===== src/hw/rtl/assert_macros.svh =====
// Assertion macros shared by the RTL files that carry checks.
// Depends on nothing; expects a clock named clock and a reset named reset.
`ifndef ASSERT_MACROS_SVH
`define ASSERT_MACROS_SVH

// expr must hold at every clock edge outside reset
`define ASSERT_ALWAYS(label, expr, msg) \
   label: assert property (@(posedge clock) disable iff (reset) (expr)) else $error(msg);

// when ante holds, cons must hold at the same edge
`define ASSERT_IMPLY(label, ante, cons, msg) \
   label: assert property (@(posedge clock) disable iff (reset) (ante) |-> (cons)) \
      else $error(msg);

`endif


===== src/hw/rtl/lpi_pkg.sv =====
// Shared types and constants of the line pair intersection block.
// Depends on nothing; used by every module of the block.
package lpi_pkg;

   localparam int COORD_WIDTH = 16;
   localparam int FRAC_BITS   = 16;
   localparam int OUT_WIDTH   = 32;

   // signed coordinate difference
   localparam int DW = COORD_WIDTH + 1;
   // signed determinant / numerator, and its magnitude
   localparam int PW = 2 * DW + 1;
   localparam int MW = PW - 1;
   // magnitude of numerator times direction
   localparam int PM = MW + COORD_WIDTH;
   // quotient bits kept before the result is known to saturate
   localparam int QW = ((COORD_WIDTH - 1 + FRAC_BITS) > OUT_WIDTH ?
                        (COORD_WIDTH - 1 + FRAC_BITS) : OUT_WIDTH) + 1;
   // dividend width
   localparam int NW = ((PM + FRAC_BITS + 2) > (QW + MW + 1)) ?
                       (PM + FRAC_BITS + 2) : (QW + MW + 1);
   localparam int TW = NW - QW;
   // signed point value before saturation
   localparam int VW = QW + 2;

   localparam int QDEPTH = 4;
   localparam int QAW    = 2;

   typedef enum logic [1:0] {
      REL_CROSS      = 2'd0,
      REL_PARALLEL   = 2'd1,
      REL_COINCIDENT = 2'd2,
      REL_DEGENERATE = 2'd3
   } relation_type;

   typedef struct packed {
      logic signed [COORD_WIDTH-1:0] first_start_x;
      logic signed [COORD_WIDTH-1:0] first_start_y;
      logic signed [COORD_WIDTH-1:0] first_end_x;
      logic signed [COORD_WIDTH-1:0] first_end_y;
      logic signed [COORD_WIDTH-1:0] second_start_x;
      logic signed [COORD_WIDTH-1:0] second_start_y;
      logic signed [COORD_WIDTH-1:0] second_end_x;
      logic signed [COORD_WIDTH-1:0] second_end_y;
   } req_type;

   typedef struct packed {
      relation_type                relation;
      logic signed [OUT_WIDTH-1:0] cross_x;
      logic signed [OUT_WIDTH-1:0] cross_y;
      logic                        clipped;
   } rsp_type;

   // classified item handed from front to back
   typedef struct packed {
      relation_type                  relation;
      logic signed [COORD_WIDTH-1:0] base_x;
      logic signed [COORD_WIDTH-1:0] base_y;
      logic                          neg_x;
      logic                          neg_y;
      logic [MW-1:0]                 num_mag;
      logic [MW-1:0]                 det_mag;
      logic [COORD_WIDTH-1:0]        dir_x_mag;
      logic [COORD_WIDTH-1:0]        dir_y_mag;
   } mid_type;

   typedef struct packed {
      logic full;
      logic empty;
   } fifo_stat_type;

endpackage


===== src/hw/rtl/lpi_queue.sv =====
// Short queue of classified items between front and back.
// Depends on lpi_pkg.
module lpi_queue (
   input  logic                   clock,
   input  logic                   reset,
   input  logic                   push,
   input  lpi_pkg::mid_type       push_data,
   input  logic                   pop,
   output lpi_pkg::mid_type       pop_data,
   output lpi_pkg::fifo_stat_type stat
);

   localparam int AW = lpi_pkg::QAW;

   lpi_pkg::mid_type mem_ff [lpi_pkg::QDEPTH];
   logic [AW-1:0]    wr_ptr_ff, rd_ptr_ff;
   logic [AW:0]      count_ff;

   assign stat.full  = (count_ff == (AW+1)'(lpi_pkg::QDEPTH));
   assign stat.empty = (count_ff == '0);
   assign pop_data   = mem_ff[rd_ptr_ff];

   always_ff @(posedge clock) begin
      if (reset) begin
         wr_ptr_ff <= '0;
         rd_ptr_ff <= '0;
         count_ff  <= '0;
      end else begin
         if (push) begin
            wr_ptr_ff <= wr_ptr_ff + 1'b1;
         end
         if (pop) begin
            rd_ptr_ff <= rd_ptr_ff + 1'b1;
         end
         if (push && !pop) begin
            count_ff <= count_ff + 1'b1;
         end else if (pop && !push) begin
            count_ff <= count_ff - 1'b1;
         end
      end
   end

   always_ff @(posedge clock) begin
      if (push) begin
         mem_ff[wr_ptr_ff] <= push_data;
      end
   end

endmodule


===== config.mk =====
export PLATFORM = sky130hd
export DESIGN_NAME = lpi_queue
export DESIGN_NICKNAME = d
export VERILOG_FILES = /design/src/hw/rtl/assert_macros.svh /design/src/hw/rtl/lpi_pkg.sv /design/src/hw/rtl/lpi_queue.sv
export SDC_FILE = /design/constraint.sdc
export NUM_CORES = 1
export LEC_CHECK = 0
export BUFFER_PORTS_ARGS = -buffer_cell sky130_fd_sc_hd__buf_2
export CORE_MARGIN = 4
export CORE_UTILIZATION = 43
export DETAILED_ROUTE_END_ITERATION = 10
export GPL_ROUTABILITY_DRIVEN = 0
export PLACE_DENSITY = 0.69
export SYNTH_ARGS = -nofsm -noshare
export SYNTH_HDL_FRONTEND = slang
export SYNTH_SLANG_ARGS = --single-unit
export TNS_END_PERCENT = 1

===== constraint.sdc =====
create_clock -name clock -period 5.8 [get_ports clock]
set_clock_uncertainty 0.1 [all_clocks]
set_input_delay 0.29 -clock clock [delete_from_list [all_inputs] [get_ports clock]]
set_output_delay 0.29 -clock clock [all_outputs]
set_load 0.05 [all_outputs]

==> results by group, run 1 <==
Status
  – Outcome: finished, final reports clean

Synthesis
  – Simple-gate share of the synthesized area: 0.003688
  – Mux cell area share after synthesis: 0.1540
  – Largest family of logic cells by synthesized area: multiplexers
  – Post-Syn Area: approximately 0.02 sq mm
  – Adder-cell share of the synthesized area: 0.004126
  – Post-Syn Nets: 900
  – Synth Area in Compound Gates: 0.0005001
  – Syn Area/Cell: about 27 sq um
  – Top-area cell type share of the netlist area: 0.8162
  – Cell taking the most area after synthesis: edfxtp_1
  – Synth Area in XOR/XNOR: 0.002188
  – Area contributors post-synth: edfxtp_1 (82%), mux4_2 (15%), dfxtp_1 (0.90%), buf_2 (0.38%), buf_6 (0.34%)
  – Yosys reg bits: 553
  – YS warnings: 0
  – Unique masters post-synth: 21
  – Sequential share of the synthesized area: 0.8252
  – Cells after Synth: ~750

Finish
  – Ratio of cells with drive above 1 in the final layout: 0.4050
  – Filler instances: ~3400
  – Register area: 0.01652 sq mm
  – Area of the multi-input gates: approximately 0.0033 sq mm
  – Finished Layout Cells: between 1500 and 2000
  – Nets: 1353
  – P&R area growth vs syn: 26.72%

Worst setup path
  – CP endpoint kind: primary output
  – Worst reg2reg startpoint: wr_ptr_ff[0]
  – Crit path launch type: flop
  – Worst-path cell chain: buf_12 > mux4_2 > buf_2
  – Reg2reg path depth: 4
  – Crit-path max cell delay: 670 ps
  – Slowest cell on crit path: dfxtp_4
  – Max FO, Critical Path: 82
  – R2r setup slk: 3390 ps
  – Critical Path AT: 2810 ps
  – FF-to-FF End: mem_ff[0][8]
  – CP Class: flop to primary output
  – Critical Path RT: about 5400 ps

STA
  – Tmin final: between 3000 and 4000 ps
  – Slew Viols, Final: 0
  – Final setup viols: 0
  – Final period util: 0.5510
  – Setup TNS: 0 ps
  – Least-Margin Pin Slew: 1029 ps
  – RSZ-0062 raised after global routing: no
  – Final Hold Vio Count: 0
  – Worst slew margin: 0.3138
  – Fmax achieved: between 300 and 400 MHz

CTS
  – CTS Buf Count: 56
  – CTS sink cnt: roughly 550
  – Root Buffer: clkbuf_16
  – Clk buf depth: 3
  – Clock Latency Late Sink: 570 ps
  – CTS HTree Levels: 2
  – TritonCTS clock tree: done
  – Clk pin slew, worst setup/hold paths: 60 ps

Floorplanning
  – Initial Util: 0.4382
  – Rows: 78
  – Die X: 223.8 um
  – Die height: between 200 and 250 um
  – IO Pins: 278
  – Core ar.: roughly 0.046 sq mm
  – Die area: 0.05006 sq mm

Drt
  – DRC: 0
  – Pre-antenna DRT Iters: 5
  – Drt wl/cell: 21.65 um
  – Final antenna-violating net count: 0
  – DRT Wirelength: 40120 um
  – Vias post-DR: around 9600
  – Drt via density: between 5 and 6
  – Detailed Route Iter0 Violations: 720

Global routing
  – GRT overflow: 0
  – Largest net degree at the start of global routing: just over 100
  – Initial antenna violation count: 3
  – Vias in the first global route: roughly 11000
  – GRT Overall Usage: 0.1615
  – First-pass GRT wire length: 62330 um

Hold path
  – Hold endpoint: mem_ff[2][76]
  – Hold_sp: push_data[76]
  – Hold Crit Class: primary input to flop
  – Hold Crit Depth: 2

Power
  – Total power: 9.616 mW
  – Peak supply drop: 0.2784 mV
  – Total power per unit cell area: 379.1 mW/mm^2
  – Leakage: 8.598 nW

Placed design
  – Placed instance count: 1609
  – DP Wirelength: roughly 23000 um
  – I/O Buffers: 277

Run
  – Max-cap violations: 0
## stage by stage
step	setup WS (ps)	hold slack, ps	area [sq um]	utilization
5_1_grt	2335	322.0	25360	0.5553
3_5_place_dp	3102	406.9	22100	0.4838
4_1_cts	2461	306.7	25360	0.5553
2_1_floorplan	1530	288.9	20020	-
3_3_place_gp	3099	379.1	22100	0.4838
6_report	2604	356.6	25360	0.5553
## registers in the layout (all words and copies together), names as in the netlist, named ones only
name and cells:
count_ff 3, rd_ptr_ff 2, wr_ptr_ff 2, mem_ff 544
## what timing repair did
item / CTS / global route
buffers inserted: 0 / 0
hold buffers: 140 / 0
setup endpoints to repair: 0 / 0
endpoints found under the hold margin: 553 / 0
resized for setup: 0 / 0
## worst max path at each step
stage | startpoint | slack, ps | end
finish | flop | 2600 | pop_data[131]
global route | flop | 2340 | pop_data[33]
CTS | flop | 2460 | pop_data[85]
detailed placement | flop | 3100 | pop_data[85]
global placement | flop | 3100 | pop_data[85]
floorplan | wr_ptr_ff[0] | 1530 | mem_ff[0][0]
## cell families after synthesis
kind of cell | Yosys count
multiplexers | 138
XOR/XNOR | 5
AND/OR/NAND/NOR | 15
flip-flops | 553
AO/OA/AOI/OAI | 2
buffers and inverters | 35
adder cells (fa/ha/maj) | 6
## routing by layer
metal | vias to the layer above | global-route usage | part of all wire
met4 | 4 | 0.04216 | 0.021
met2 | 367 | 0.2600 | 0.49
li1 | 4171 | - | -
met1 | 5008 | 0.2156 | 0.41
met5 | - | 0 | 0.00047
met3 | 65 | 0.05386 | 0.087
## final cells by class
| cell class | count | area share |
|---|---|---|
| Sequential cell | 553 | 0.6515 |
| Multi-Input combinational cell | 166 | 0.1302 |
| Timing Repair Buffer | 426 | 0.1145 |
| Clock buffer | 68 | 0.05787 |
| Tap cell | 600 | 0.02960 |
| Clock inverter | 35 | 0.01559 |
| Inverter | 4 | 0.0005920 |
| Antenna cell | 1 | 0.00009866 |
## cells in the final DEF, fill, tap and decap left out
cell type | synthesis | final
buf_12 | 0 | 4
clkinv_1 | 0 | 13
bufinv_16 | 0 | 9
inv_6 | 0 | 1
nand2_1 | 1 | 1
nor3_1 | 1 | 1
buf_2 | 15 | 277
dlygate4sd3_1 | 0 | 140
nor3b_1 | 1 | 1
ha_1 | 5 | 5
clkinv_2 | 0 | 10
clkbuf_1 | 7 | 11
o21ai_0 | 1 | 1
mux2i_1 | 2 | 2
dfxtp_4 | 0 | 2
buf_4 | 3 | 5
fa_1 | 1 | 1
edfxtp_1 | 544 | 544
xnor2_1 | 2 | 2
diode_2 | 0 | 1
xor2_1 | 3 | 3
dfxtp_1 | 9 | 7
mux4_2 | 136 | 136
nor2_1 | 7 | 7
clkinv_4 | 0 | 2
clkbuf_16 | 0 | 57
or3_1 | 1 | 1
and2_4 | 0 | 4
inv_1 | 4 | 4
a21oi_1 | 1 | 1
## synth_stat cells
| master | n |
|---|---|
| nand2_1 | 1 |
| xor2_1 | 3 |
| nor3_1 | 1 |
| mux2i_1 | 2 |
| dfxtp_1 | 9 |
| mux4_2 | 136 |
| nor3b_1 | 1 |
| o21ai_0 | 1 |
| inv_1 | 4 |
| buf_6 | 6 |
| fa_1 | 1 |
| buf_2 | 15 |
| xnor2_1 | 2 |
| a21oi_1 | 1 |
| ha_1 | 5 |
| clkbuf_1 | 7 |
| edfxtp_1 | 544 |
| buf_4 | 3 |
| nor2_1 | 7 |
| or3_1 | 1 |
| and2_1 | 4 |
## report_power, final
group,leakage (nW),internal [mW],switching [mW]
clock network,0.915,2.19,1.42
registers,5.07,4.59,0.0677
logic,2.61,0.432,0.914
total,8.60,7.22,2.40
## critical path: cells and delay by family (launching register included)
kind / cells / cell delay (ps)
buf+inv: 2 / 810
mux: 1 / 630
flops: 1 / 670
(Power assumes the default switching activity.)
==> inputs of run 2 (changes only) <==
Settings changed: PLACE_DENSITY 0.69 to 0.71.
Clock period 5.8 ns to 2.7 ns, I/O delays scaled along.
==> run 2 against run 1 <==
Compared with the run above: global-route usage barely moved; via count barely moved; setup slack got worse by 2400 ps; sequential share of layout area fell by 0.28 points; combinational power rose by 120%; clock power rose by 110%; register-to-register slack got worse by 2500 ps; critical endpoint is now pop_data[37]; largest power group unchanged; highest routed layer unchanged.
==> results by group, run 2 (synthesis gave the netlist of run 1 again) <==
Worst setup path
  – CP top delay family: flip-flops
  – CP Class: flop to primary output
  – Critical Path RT: 2470 ps (-2940 ps)
  – Worst-path cell chain: buf_12 > mux4_2 > buf_2
  – Slowest cell on crit path: dfxtp_4
  – Crit-path max cell delay: 600 ps (-70 ps)
  – Crit path launch type: flop
  – WP depth: 3 (unchanged)
  – Worst reg2reg startpoint: wr_ptr_ff[0]
  – Critical Path AT: 2220 ps (-590 ps)
  – R2r setup slk: 890 ps (-2500 ps)
  – Max FO, Critical Path: 49 (-40%)
  – CP endpoint kind: primary output
  – Reg2reg path depth: 3 (-1)
  – Buffers & Inverters on Critical Path: 2 (unchanged)

Power
  – Leakage: 8.613 nW (+0.17%)
  – Peak supply drop: 0.5757 mV (+110%)
  – Total power: 20.41 mW (+110%)
  – Total power per unit cell area: 801.3 mW/mm^2 (+110%)

STA
  – Final period util: 0.9079
  – Tmin final: 2451 ps
  – Worst slew margin: 0.6575 (+0.3437)
  – Slack of the critical path: 248.7 ps (-2356 ps)
  – Setup TNS: 0 ps (unchanged)
  – Final setup viols: 0 (unchanged)
  – Final Hold Vio Count: 0 (unchanged)
  – RSZ-0062 raised after global routing: no
  – Fmax achieved: 408.0 MHz
  – Slew Viols, Final: 0 (unchanged)
  – Least-Margin Pin Slew: 513.7 ps (-515.6 ps)

Floorplanning
  – Rows: 78 (unchanged)
  – IO Pins: 278 (unchanged)
  – Die height: 223.8 um (unchanged)
  – Die area: 0.05006 sq mm (unchanged)
  – Core ar.: 0.04567 sq mm (unchanged)
  – Initial Util: 0.4382 (unchanged)
  – Die X: 223.8 um (unchanged)

Placed design
  – Place WS: 826.1 ps (-2276 ps)
  – I/O Buffers: 277 (unchanged)
  – Placed instance count: 1617 (+0.50%)
  – DP Wirelength: 23220 um (+2.0%)

Drt
  – Detailed Route Iter0 Violations: 673 (-6.5%)
  – Pre-antenna DRT Iters: 4 (-1)
  – Vias post-DR: 9610 (-0.052%)
  – DRC: 0 (unchanged)
  – Drt wl/cell: 21.68 um (+0.15%)
  – Final antenna-violating net count: 0 (unchanged)
  – DRT Wirelength: 40270 um (+0.37%)
  – Drt via density: 5.175 (-0.27%)

CTS
  – CTS HTree Levels: 2 (unchanged)
  – CTS Buf Count: 54 (-3.6%)
  – CTS sink cnt: 553 (unchanged)
  – Clock Latency Late Sink: 580 ps (about the same)
  – Clk pin slew, worst setup/hold paths: 60 ps (about the same)
  – # hold bufs at CTS: 139 (-0.71%)
  – TritonCTS clock tree: done
  – Post-CTS resize count: 0 (unchanged)
  – Root Buffer: clkbuf_16
  – # Post-CTS Setup Buffers: 0 (unchanged)
  – Clk buf depth: 3 (unchanged)

Global routing
  – GRT overflow: 0 (unchanged)
  – First-pass GRT wire length: 62090 um (-0.39%)
  – Initial antenna violation count: 4 (+1)
  – Vias in the first global route: 10410 (-1.2%)
  – Largest net degree at the start of global routing: 78 (-24%)
  – GRT Overall Usage: 0.1613 (-0.0002336)

Hold path
  – Hold Crit Depth: 2 (unchanged)
  – Hold Crit Class: primary input to flop
  – Hold_sp: push_data[58]

Finish
  – Ratio of cells with drive above 1 in the final layout: 0.4096 (+0.004610)
  – Largest Register: mem_ff
  – Finished Layout Cells: 1857 (+0.22%)
  – P&R area growth vs syn: 27.26%
  – Area of the multi-input gates: 0.003303 sq mm (unchanged)
  – Nets: 1358 (+0.37%)
  – Max reg flops: 544 (unchanged)
  – Commonest non-fill, non-tap cells in the layout: edfxtp_1 (544), buf_2 (277), dlygate4sd3_1 (139)
  – Filler instances: 3371 (-0.41%)
  – Commonest non-fill, non-tap cell in the layout: edfxtp_1
  – Top flop regs: mem_ff x544, count_ff x3
  – Register area: 0.01652 sq mm (unchanged)

Run
  – Max-cap violations: 0 (unchanged)

Status
  – Outcome: finished, final reports clean
==> run 2: changes by cell type in the layout (fill, tap and decap cells not counted), moves of 2 or more <==
cell        change
buf_12         +12
buf_4           -4
bufinv_16       -2
clkbuf_16       -2
clkinv_1        -4
clkinvlp_4      +4
==> run 2: worst reg2reg max path, delay by kind of cell, from the launching register on <==
kind | cells | cell delay (ps)
simple gates | 1 | 470
fa+ha+maj | 1 | 160
buf+inv | 1 | 340
flops | 1 | 390
==> run 2: cell type report <==
cell class,count,share of cell area
Antenna cell,2,0.0001965
Clock buffer,67,0.05580
Clock inverter,32,0.01366
Inverter,4,0.0005894
Multi-Input combinational cell,166,0.1297
Sequential cell,553,0.6487
Tap cell,600,0.02947
Timing Repair Buffer,433,0.1219
==> run 2: where the power goes <==
group          internal [mW]  switching, mW
Combinational          0.965           2.00
Clock                   4.41           3.06
Sequential              9.86          0.109
==> run 2: final timing paths <==
path | end
setup / recovery | pop_data[37]
hold / removal | mem_ff[3][58]
setup reg to reg | mem_ff[1][110]
hold reg to reg | count_ff[2]
==> run 2: routing by layer <==
layer  up-vias  global-route usage  share of wire
met4         4             0.04752          0.022
li1       4175                   -              -
met1      5027              0.2123           0.40
met3        59             0.04613          0.077
met5         -                   0        0.00067
met2       345              0.2658           0.50
==> run 2: metrics by stage <==
step	hold WS (ps)	area, sq um	util
2_1_floorplan	133.9	20020	-
3_3_place_gp	245.3	22310	0.4884
3_5_place_dp	252.0	22310	0.4884
4_1_cts	146.1	25470	0.5576
5_1_grt	177.5	25470	0.5577
6_report	202.6	25470	0.5577
